File: src/hw/rtl/ptd_pkg.sv
package ptd_pkg;

   // Table geometry.
   localparam int NUM_ENTRIES = 8;
   localparam int COUNT_WIDTH = 16;

   // Fixed field widths.
   localparam int PERIOD_W      = 16;
   localparam int ENTRY_FIELD_W = 3;
   localparam int ACTIVE_W      = 4;
   localparam int RELOAD_W      = 8;
   localparam int CSR_IDX_W     = 1;
   localparam int CSR_DATA_W    = 8;

   // Derived widths: an entry index, and a count of entries (0 to NUM_ENTRIES).
   localparam int IDX_W = (NUM_ENTRIES > 1) ? $clog2(NUM_ENTRIES) : 1;
   localparam int NUM_W = $clog2(NUM_ENTRIES + 1);

   // Register reset values.
   localparam logic [ACTIVE_W-1:0] ACTIVE_RESET = 4'd8;
   localparam logic [RELOAD_W-1:0] RELOAD_RESET = 8'd9;

   typedef enum logic {
      CMD_TICK       = 1'b0,
      CMD_SET_PERIOD = 1'b1
   } cmd_type;

   typedef enum logic [CSR_IDX_W-1:0] {
      CSR_ACTIVE_ENTRIES = 1'b0,
      CSR_IDLE_RELOAD    = 1'b1
   } csr_reg_type;

   typedef enum logic [1:0] {
      ST_IDLE,
      ST_REDUCE,
      ST_SEARCH
   } state_type;

   // Controls broadcast from the sequencer to every cell.
   typedef struct packed {
      logic                inc;     // count up all active entries
      logic                wr;      // period write to the selected entry
      logic                load;    // place the search token at the start entry
      logic                search;  // token check and hand-off
      logic [PERIOD_W-1:0] period;  // period data for a write
   } cell_ctrl_type;

   // Entry index to the fixed-width result field.
   function automatic logic [ENTRY_FIELD_W-1:0] to_entry_field(input logic [IDX_W-1:0] pos);
      logic [31:0] wide;
      wide = 32'(pos);
      return wide[ENTRY_FIELD_W-1:0];
   endfunction

endpackage

File: src/hw/rtl/ptd_cell.sv
module ptd_cell (
   input  logic                   clock,
   input  logic                   reset,
   input  ptd_pkg::cell_ctrl_type ctrl,
   input  logic                   is_active,
   input  logic                   wr_sel,
   input  logic                   is_start,
   input  logic                   token_in,
   output logic                   token_out,
   output logic                   due
);
   import ptd_pkg::*;

   localparam int CMP_W = (COUNT_WIDTH > PERIOD_W) ? COUNT_WIDTH : PERIOD_W;
   localparam logic [COUNT_WIDTH-1:0] COUNT_MAX = {COUNT_WIDTH{1'b1}};

   logic [COUNT_WIDTH-1:0] count_ff, count_in;
   logic [PERIOD_W-1:0]    period_ff, period_in;
   logic                   tok_ff, tok_in;

   // The entry is due once its elapsed count has reached its period.
   assign due       = CMP_W'(count_ff) >= CMP_W'(period_ff);
   assign token_out = tok_ff;

   // Saturating count, cleared when the token finds this entry due.
   always_comb begin
      count_in = count_ff;
      if (ctrl.inc && is_active && (count_ff != COUNT_MAX)) begin
         count_in = count_ff + COUNT_WIDTH'(1);
      end
      if (ctrl.search && tok_ff && due) begin
         count_in = '0;
      end
   end

   assign period_in = (ctrl.wr && wr_sel) ? ctrl.period : period_ff;

   // The token is placed at the start entry, then moves one cell per cycle while the search runs.
   always_comb begin
      tok_in = tok_ff;
      if (ctrl.load) begin
         tok_in = is_start;
      end else if (ctrl.search) begin
         tok_in = token_in;
      end
   end

   always_ff @(posedge clock) begin
      if (reset) begin
         count_ff  <= '0;
         period_ff <= '0;
         tok_ff    <= 1'b0;
      end else begin
         count_ff  <= count_in;
         period_ff <= period_in;
         tok_ff    <= tok_in;
      end
   end

endmodule

File: src/hw/rtl/ptd_seq.sv
module ptd_seq (
   input  logic                                 clock,
   input  logic                                 reset,
   input  logic                                 req_valid,
   output logic                                 req_stall,
   input  logic                                 req_command,
   input  logic [ptd_pkg::PERIOD_W-1:0]         req_period_value,
   output logic                                 rsp_valid,
   input  logic                                 rsp_stall,
   output logic                                 rsp_fired,
   output logic [ptd_pkg::ENTRY_FIELD_W-1:0]    rsp_fired_entry,
   input  logic                                 csr_valid,
   output logic                                 csr_ready,
   input  logic [ptd_pkg::CSR_IDX_W-1:0]        csr_index,
   input  logic [ptd_pkg::CSR_DATA_W-1:0]       csr_wdata,
   input  logic                                 hit,
   output ptd_pkg::cell_ctrl_type               ctrl,
   output logic [ptd_pkg::NUM_W-1:0]            n_eff,
   output logic [ptd_pkg::NUM_W-1:0]            start_pos
);
   import ptd_pkg::*;

   state_type                state_ff, state_in;
   logic                     rsp_valid_ff, rsp_valid_in;
   logic                     rsp_fired_ff, rsp_fired_in;
   logic [ENTRY_FIELD_W-1:0] rsp_entry_ff, rsp_entry_in;
   logic [ACTIVE_W-1:0]      active_ff, active_in;
   logic [RELOAD_W-1:0]      reload_ff, reload_in;
   logic [RELOAD_W-1:0]      countdown_ff, countdown_in;
   logic [IDX_W-1:0]         last_ff, last_in;
   logic [IDX_W-1:0]         pos_ff, pos_in;
   logic [IDX_W-1:0]         steps_ff, steps_in;
   logic [NUM_W-1:0]         start_ff, start_in;
   logic                     accept;
   logic                     pos_at_end;

   // Active count, limited to the table size.
   always_comb begin
      if (32'(active_ff) > NUM_ENTRIES) begin
         n_eff = NUM_W'(NUM_ENTRIES);
      end else begin
         n_eff = NUM_W'(active_ff);
      end
   end

   assign csr_ready = 1'b1;
   assign start_pos = start_ff;

   // A new item is taken only while idle and with the result slot free or draining.
   assign req_stall = !((state_ff == ST_IDLE) && (!rsp_valid_ff || !rsp_stall));
   assign accept    = req_valid && !req_stall;

   assign pos_at_end = (NUM_W'(pos_ff) == (n_eff - NUM_W'(1)));

   // Next state, register updates and cell controls.
   always_comb begin
      state_in     = state_ff;
      rsp_valid_in = rsp_valid_ff && rsp_stall;
      rsp_fired_in = rsp_fired_ff;
      rsp_entry_in = rsp_entry_ff;
      active_in    = active_ff;
      reload_in    = reload_ff;
      countdown_in = countdown_ff;
      last_in      = last_ff;
      pos_in       = pos_ff;
      steps_in     = steps_ff;
      start_in     = start_ff;
      ctrl         = '0;
      ctrl.period  = req_period_value;

      if (csr_valid && csr_ready) begin
         unique case (csr_reg_type'(csr_index))
            CSR_ACTIVE_ENTRIES: active_in = csr_wdata[ACTIVE_W-1:0];
            CSR_IDLE_RELOAD:    reload_in = csr_wdata[RELOAD_W-1:0];
            default: ;
         endcase
      end

      unique case (state_ff)
         ST_IDLE: begin
            if (accept) begin
               if (req_command == CMD_SET_PERIOD) begin
                  ctrl.wr      = 1'b1;
                  rsp_valid_in = 1'b1;
                  rsp_fired_in = 1'b0;
                  rsp_entry_in = '0;
               end else if (n_eff == '0) begin
                  rsp_valid_in = 1'b1;
                  rsp_fired_in = 1'b0;
                  rsp_entry_in = '0;
               end else begin
                  ctrl.inc = 1'b1;
                  if (countdown_ff != '0) begin
                     countdown_in = countdown_ff - RELOAD_W'(1);
                     rsp_valid_in = 1'b1;
                     rsp_fired_in = 1'b0;
                     rsp_entry_in = '0;
                  end else begin
                     start_in = NUM_W'(last_ff) + NUM_W'(1);
                     state_in = ST_REDUCE;
                  end
               end
            end
         end
         ST_REDUCE: begin
            // Bring the start entry below the active count by repeated subtraction.
            if (start_ff >= n_eff) begin
               start_in = start_ff - n_eff;
            end else begin
               ctrl.load = 1'b1;
               pos_in    = start_ff[IDX_W-1:0];
               steps_in  = '0;
               state_in  = ST_SEARCH;
            end
         end
         ST_SEARCH: begin
            ctrl.search = 1'b1;
            if (hit) begin
               rsp_valid_in = 1'b1;
               rsp_fired_in = 1'b1;
               rsp_entry_in = to_entry_field(pos_ff);
               last_in      = pos_ff;
               countdown_in = reload_ff;
               state_in     = ST_IDLE;
            end else if (NUM_W'(steps_ff) == (n_eff - NUM_W'(1))) begin
               rsp_valid_in = 1'b1;
               rsp_fired_in = 1'b0;
               rsp_entry_in = '0;
               last_in      = pos_ff;
               state_in     = ST_IDLE;
            end else begin
               pos_in   = pos_at_end ? '0 : pos_ff + IDX_W'(1);
               steps_in = steps_ff + IDX_W'(1);
            end
         end
         default: state_in = ST_IDLE;
      endcase
   end

   always_ff @(posedge clock) begin
      if (reset) begin
         state_ff     <= ST_IDLE;
         rsp_valid_ff <= 1'b0;
         active_ff    <= ACTIVE_RESET;
         reload_ff    <= RELOAD_RESET;
         countdown_ff <= '0;
         last_ff      <= '0;
      end else begin
         state_ff     <= state_in;
         rsp_valid_ff <= rsp_valid_in;
         active_ff    <= active_in;
         reload_ff    <= reload_in;
         countdown_ff <= countdown_in;
         last_ff      <= last_in;
      end
   end

   // Search position and result payload.
   always_ff @(posedge clock) begin
      rsp_fired_ff <= rsp_fired_in;
      rsp_entry_ff <= rsp_entry_in;
      pos_ff       <= pos_in;
      steps_ff     <= steps_in;
      start_ff     <= start_in;
   end

   assign rsp_valid       = rsp_valid_ff;
   assign rsp_fired       = rsp_fired_ff;
   assign rsp_fired_entry = rsp_entry_ff;

`ifndef SYNTHESIS
   a_slot_empty_while_busy: assert property (@(posedge clock) disable iff (reset)
      (state_ff != ST_IDLE) |-> !rsp_valid_ff)
      else $error("result slot occupied during a search");

   a_search_in_range: assert property (@(posedge clock) disable iff (reset)
      (state_ff == ST_SEARCH) |-> ((NUM_W'(pos_ff) < n_eff) && (NUM_W'(steps_ff) < n_eff)))
      else $error("search position or step count beyond the active entries");

   a_hit_reports_fire: assert property (@(posedge clock) disable iff (reset)
      ((state_ff == ST_SEARCH) && hit) |=> (rsp_valid_ff && rsp_fired_ff))
      else $error("token hit did not produce a firing result");
`endif

endmodule

File: src/hw/rtl/periodic_task_dispatcher.sv
// Periodic task dispatcher: one result transfer per request. A period write, a tick
// with zero active entries, and a tick while the idle countdown is running each
// place their result in the output register in the cycle after they are accepted.
// A tick with the countdown at zero starts a round-robin search: the sequencer first
// reduces (last searched entry + 1) modulo the active count by repeated subtraction
// of the active count, then a token walks the row of entry cells one cell per cycle,
// checking each active entry at most once until it finds one that is due.
// Results sit in an output register; the next request is taken while the sequencer
// is idle and that register is empty or being taken. Configuration writes are
// always ready.
module periodic_task_dispatcher (
   input  logic                               clock,
   input  logic                               reset,
   input  logic                               req_valid,
   output logic                               req_stall,
   input  logic                               req_command,
   input  logic [ptd_pkg::ENTRY_FIELD_W-1:0]  req_entry_index,
   input  logic [ptd_pkg::PERIOD_W-1:0]       req_period_value,
   output logic                               rsp_valid,
   input  logic                               rsp_stall,
   output logic                               rsp_fired,
   output logic [ptd_pkg::ENTRY_FIELD_W-1:0]  rsp_fired_entry,
   input  logic                               csr_valid,
   output logic                               csr_ready,
   input  logic [ptd_pkg::CSR_IDX_W-1:0]      csr_index,
   input  logic [ptd_pkg::CSR_DATA_W-1:0]     csr_wdata
);
   import ptd_pkg::*;

   cell_ctrl_type          ctrl;
   logic [NUM_W-1:0]       n_eff;
   logic [NUM_W-1:0]       start_pos;
   logic [NUM_ENTRIES-1:0] tok;
   logic [NUM_ENTRIES-1:0] due;
   logic [NUM_ENTRIES-1:0] last;
   logic [NUM_ENTRIES-1:0] active;
   logic                   hit;

   ptd_seq u_seq (
      .clock            (clock),
      .reset            (reset),
      .req_valid        (req_valid),
      .req_stall        (req_stall),
      .req_command      (req_command),
      .req_period_value (req_period_value),
      .rsp_valid        (rsp_valid),
      .rsp_stall        (rsp_stall),
      .rsp_fired        (rsp_fired),
      .rsp_fired_entry  (rsp_fired_entry),
      .csr_valid        (csr_valid),
      .csr_ready        (csr_ready),
      .csr_index        (csr_index),
      .csr_wdata        (csr_wdata),
      .hit              (hit),
      .ctrl             (ctrl),
      .n_eff            (n_eff),
      .start_pos        (start_pos)
   );

   // Row of entry cells; the token wraps from the last active cell to cell zero.
   for (genvar k = 0; k < NUM_ENTRIES; k++) begin : g_cell
      localparam logic [NUM_W-1:0] K = NUM_W'(k);
      logic tok_in;

      assign active[k] = K < n_eff;
      assign last[k]   = K == (n_eff - NUM_W'(1));

      if (k == 0) begin : g_head
         assign tok_in = |(tok & last);
      end else begin : g_body
         assign tok_in = tok[k-1] && !last[k-1];
      end

      ptd_cell u_cell (
         .clock     (clock),
         .reset     (reset),
         .ctrl      (ctrl),
         .is_active (active[k]),
         .wr_sel    (int'(req_entry_index) == k),
         .is_start  (start_pos == K),
         .token_in  (tok_in),
         .token_out (tok[k]),
         .due       (due[k])
      );
   end

   // The cell holding the token is checked against its period.
   assign hit = |(tok & due);

`ifndef SYNTHESIS
   a_single_token: assert property (@(posedge clock) disable iff (reset)
      ctrl.search |-> $onehot(tok))
      else $error("search token lost or duplicated");

   a_token_in_active: assert property (@(posedge clock) disable iff (reset)
      ctrl.search |-> ((tok & ~active) == '0))
      else $error("search token outside the active entries");
`endif

endmodule
File: config.mk
export PLATFORM = sky130hd
export DESIGN_NAME = periodic_task_dispatcher
export DESIGN_NICKNAME = d
export VERILOG_FILES = /design/src/hw/rtl/ptd_pkg.sv /design/src/hw/rtl/ptd_cell.sv /design/src/hw/rtl/ptd_seq.sv /design/src/hw/rtl/periodic_task_dispatcher.sv
export SDC_FILE = /design/constraint.sdc
export NUM_CORES = 1
export LEC_CHECK = 0
export ABC_AREA = 1
export ABC_CLOCK_PERIOD_IN_PS = 6600
export BUFFER_PORTS_ARGS = -buffer_cell sky130_fd_sc_hd__buf_2
export CORE_MARGIN = 2
export CORE_UTILIZATION = 68
export DETAILED_ROUTE_END_ITERATION = 12
export GPL_ROUTABILITY_DRIVEN = 0
export PLACE_DENSITY = 0.91
export SYNTH_ARGS = -nofsm -noshare
export SYNTH_HDL_FRONTEND = slang
export SYNTH_SLANG_ARGS = --single-unit
File: constraint.sdc
create_clock -name clock -period 6.6 [get_ports clock]
set_clock_uncertainty 0.2 [all_clocks]
set_input_delay 1.32 -clock clock [delete_from_list [all_inputs] [get_ports clock]]
set_output_delay 1.32 -clock clock [all_outputs]
set_load 0.02 [all_outputs]
==> impl_metrics.py <==
metrics = {
    "pwr": {
        "p_leak_nw": 7.44,
        "peakVddDrop_uv": 271,
        "pwr_density_cell_nw_per_um2": 278,
    },
    "flow_run": {
        "drv_cap": 0,
    },
    "yosys": {
        "synth_top_area_cell": "dfxtp_1",
        "seq_area_frac_synth_pct": 37.0,
        "yosys-top-cells-area": "dfxtp_1 35%, ha_1 11%, nand2_1 9.5%",
        "synth_fa_ha_area_share_pct": 11.4,
        "syn_nets": 2508,
        "synth_top_family_by_area": "simple AND/OR/NAND/NOR gates",
        "synthArstFlopShare_pct": 0,
        "ys.flop_type": "dfxtp_1",
        "synth_edf_count": 14,
        "synth_xor_area_share_pct": 2.35,
        "synth_compound_area_share_pct": 16.3,
        "yosys_warnings": 0,
        "ys_types": 57,
        "netlist_instances": 2322,
        "synth_top_area_share_pct": 34.5,
        "synthSimpleGateAreaFrac_pct": 23.6,
        "synth_mux_area_share_pct": 0,
        "synth_area_um2": 16800,
        "ys_ff_latch": 304,
        "avgSynthCellArea_um2": 7.24,
    },
    "route": {
        "wl_per_cell_um": 15.7,
        "dr.pass1.iters": 5,
        "routed_wl_mm": 42.3,
        "drt_iter0_markers": 1370,
        "ant_nets": 0,
        "vias": 15600,
        "vias_per_cell": 5.79,
        "drc": 0,
    },
    "worst_setup_path": {
        "worstSetupStartpointType": "primary input",
        "crit_path_end_kind": "register",
        "path_class": "primary input to register",
        "critPathRequiredTime_ps": 6760,
        "arrival_ps": 3620,
        "cp_max_fo": 32,
    },
    "global_routing": {
        "grt_usage_pct": 32.4,
        "grt_antenna_before_repair": 1,
        "grt_max_degree": 79,
        "grt_overflow": 0,
        "grt_pass1_wl_mm": 69.9,
        "grt_pass1_vias": 15100,
    },
    "final_layout": {
        "final_nets": 2527,
        "post-route-util_pct": 75.4,
        "instances_no_fill": 2690,
        "fill_cells": 1679,
        "drive_gt1_share_pct": 6.39,
        "syn_to_final_growth_pct": 9.09,
    },
    "sta": {
        "setup_viol": 0,
        "tightest_slew_ps": 1290,
        "hold_viol_final": 0,
        "min_period_ps": 3450,
        "rsz0062_at_grt": "false",
        "post-route-period-util_pct": 52.3,
        "final-max-slew-violation-count": 0,
        "max_slew_margin_pct": 13.2,
        "fmax_mhz": 290,
        "tns_ps": 0,
    },
    "floorplanning": {
        "die_area_um2": 26000,
        "floorplan.core_area_um2": 24300,
        "die_x_um": 161,
        "die_y_um": 161,
        "num_rows": 57,
        "ios": 41,
        "start_util_pct": 69.1,
    },
    "clock_tree": {
        "clock-root-buffer": "clkbuf_16",
        "cts_tree": "built",
        "cts_setup_buffers": 0,
        "cts.sinks": 304,
        "clk_latency_ps": 520,
        "post_cts_resized": 0,
        "clock_path_buffers": 3,
        "h-tree-depth": 2,
        "cts_hold_buffers": 0,
        "cts_buffers": 34,
        "clk_pin_slew_ps": 60,
    },
    "placed_design": {
        "port-buffer-count": 39,
        "placed_cells": 2629,
        "hpwlAfterDp_mm": 29.5,
    },
    "run_status": {
        "outcome": "finished, final reports clean",
    },
    "hold_path": {
        "hold_class": "register to register",
    },
}
## registers in the layout (all words and copies together), names as in the netlist, 4 cells and up
register,cells
g_cell.u_cell.count_ff,128
g_cell.u_cell.period_ff,128
g_cell.u_cell.token_out,8
u_seq.active_ff,4
u_seq.countdown_ff,8
u_seq.reload_ff,8
u_seq.start_pos,4
## metrics by stage
step                      cell area [um2]  hold slack [ps]  worst slack (ps)  power (mW)
after floorplan                     16800              228              3460        2.90
after global placement              17200              242              2910        3.13
after detailed placement            17200              243              2800        3.19
after CTS                           18300              253              3220        5.08
after global routing                18300              281              2940        5.34
final                               18300              254              3150        5.09
## synth_stat cells (3+ instances only)
cell and count:
nor3_1 50, nand3_2 3, xnor2_1 18, nor3_2 5, nand3_1 86, buf_2 8, inv_2 5, nor2_1 198
or2_0 10, nor2_4 5, nor2_2 10, edfxtp_1 14, nand3b_1 3, a211oi_1 8, nor4_2 3, o31ai_1 3
and2_1 4, o21ai_0 188, nand2_2 9, inv_1 347, o21a_1 3, o21bai_1 5, nor3b_1 17, xor2_1 27
a21oi_1 276, nand2_1 426, nand4_1 34, o21ai_2 3, dfxtp_1 290, o211ai_1 11, o21ai_1 6, nor4_1 13
or2_2 4, a31oi_1 4, clkbuf_1 50, ha_1 151
## power by group
group / leakage, nW / total, mW / switching [mW] / internal [mW]
clock network: 0.548 / 1.91 / 0.756 / 1.15
registers: 2.47 / 2.12 / 0.109 / 2.01
logic: 4.42 / 1.07 / 0.717 / 0.351
## cell usage in the layout (no fill, tap or decap), types with 11 or more instances in the layout
master     instances
nand2_1          426
inv_1            346
dfxtp_1          290
a21oi_1          276
nor2_1           198
o21ai_0          187
ha_1             151
nand3_1           86
nor3_1            50
buf_2             39
clkbuf_16         37
nand4_1           34
xor2_1            27
xnor2_1           18
nor3b_1           17
edfxtp_1          14
nor4_1            13
o211ai_1          11
## worst paths after layout
path,start,end,slack [ps],cells after the start
min,g_cell[2].u_cell.period_ff[0],g_cell[2].u_cell.period_ff[0],250,2
max reg2reg,u_seq.active_ff[3],g_cell[3].u_cell.token_out,3250,10
min reg2reg,g_cell[2].u_cell.period_ff[0],g_cell[2].u_cell.period_ff[0],250,2
max,rsp_stall,g_cell[5].u_cell.period_ff[5],3150,9
## cell families (layout without fill, tap and decap cells)
logic type,count (synthesis),count (layout)
and+or+nand+nor,888,888
DFF,304,304
buffers and inverters,414,456
xor gates and xnor gates,45,45
adders and majority gates,152,152
AOI/OAI and AO/OA,518,518
other,1,3
## cell type report
class                      count  area [um2]  share of cell area [%]
multi-input combinational   1604        9010                    49.2
sequential                   304        6230                    34.0
inverter                     353        1330                    7.24
clock buffer                  55        1070                    5.86
tap                          324         405                    2.21
timing repair buffer          44         233                    1.27
clock inverter                 4        51.3                   0.280
antenna                        2        5.00                  0.0273
## worst max-delay path, stage by stage
cell and delay [ps]:
buf_2 90, nand2_1 150, nand3_4 130, nor2_1 270, inv_1 120, nor2_1 180, nand3_1 710, o21ai_0 530
a21oi_1 90
## per-layer routing
layer	global-route usage, %	part of all wire, %	vias up
met3	4.93	7.2	167
met4	16.4	4.9	0
met5	0	0	-
met2	56.5	48	585
met1	39.1	40	7171
li1	-	-	7663
Power figures use the tool's default switching activity.
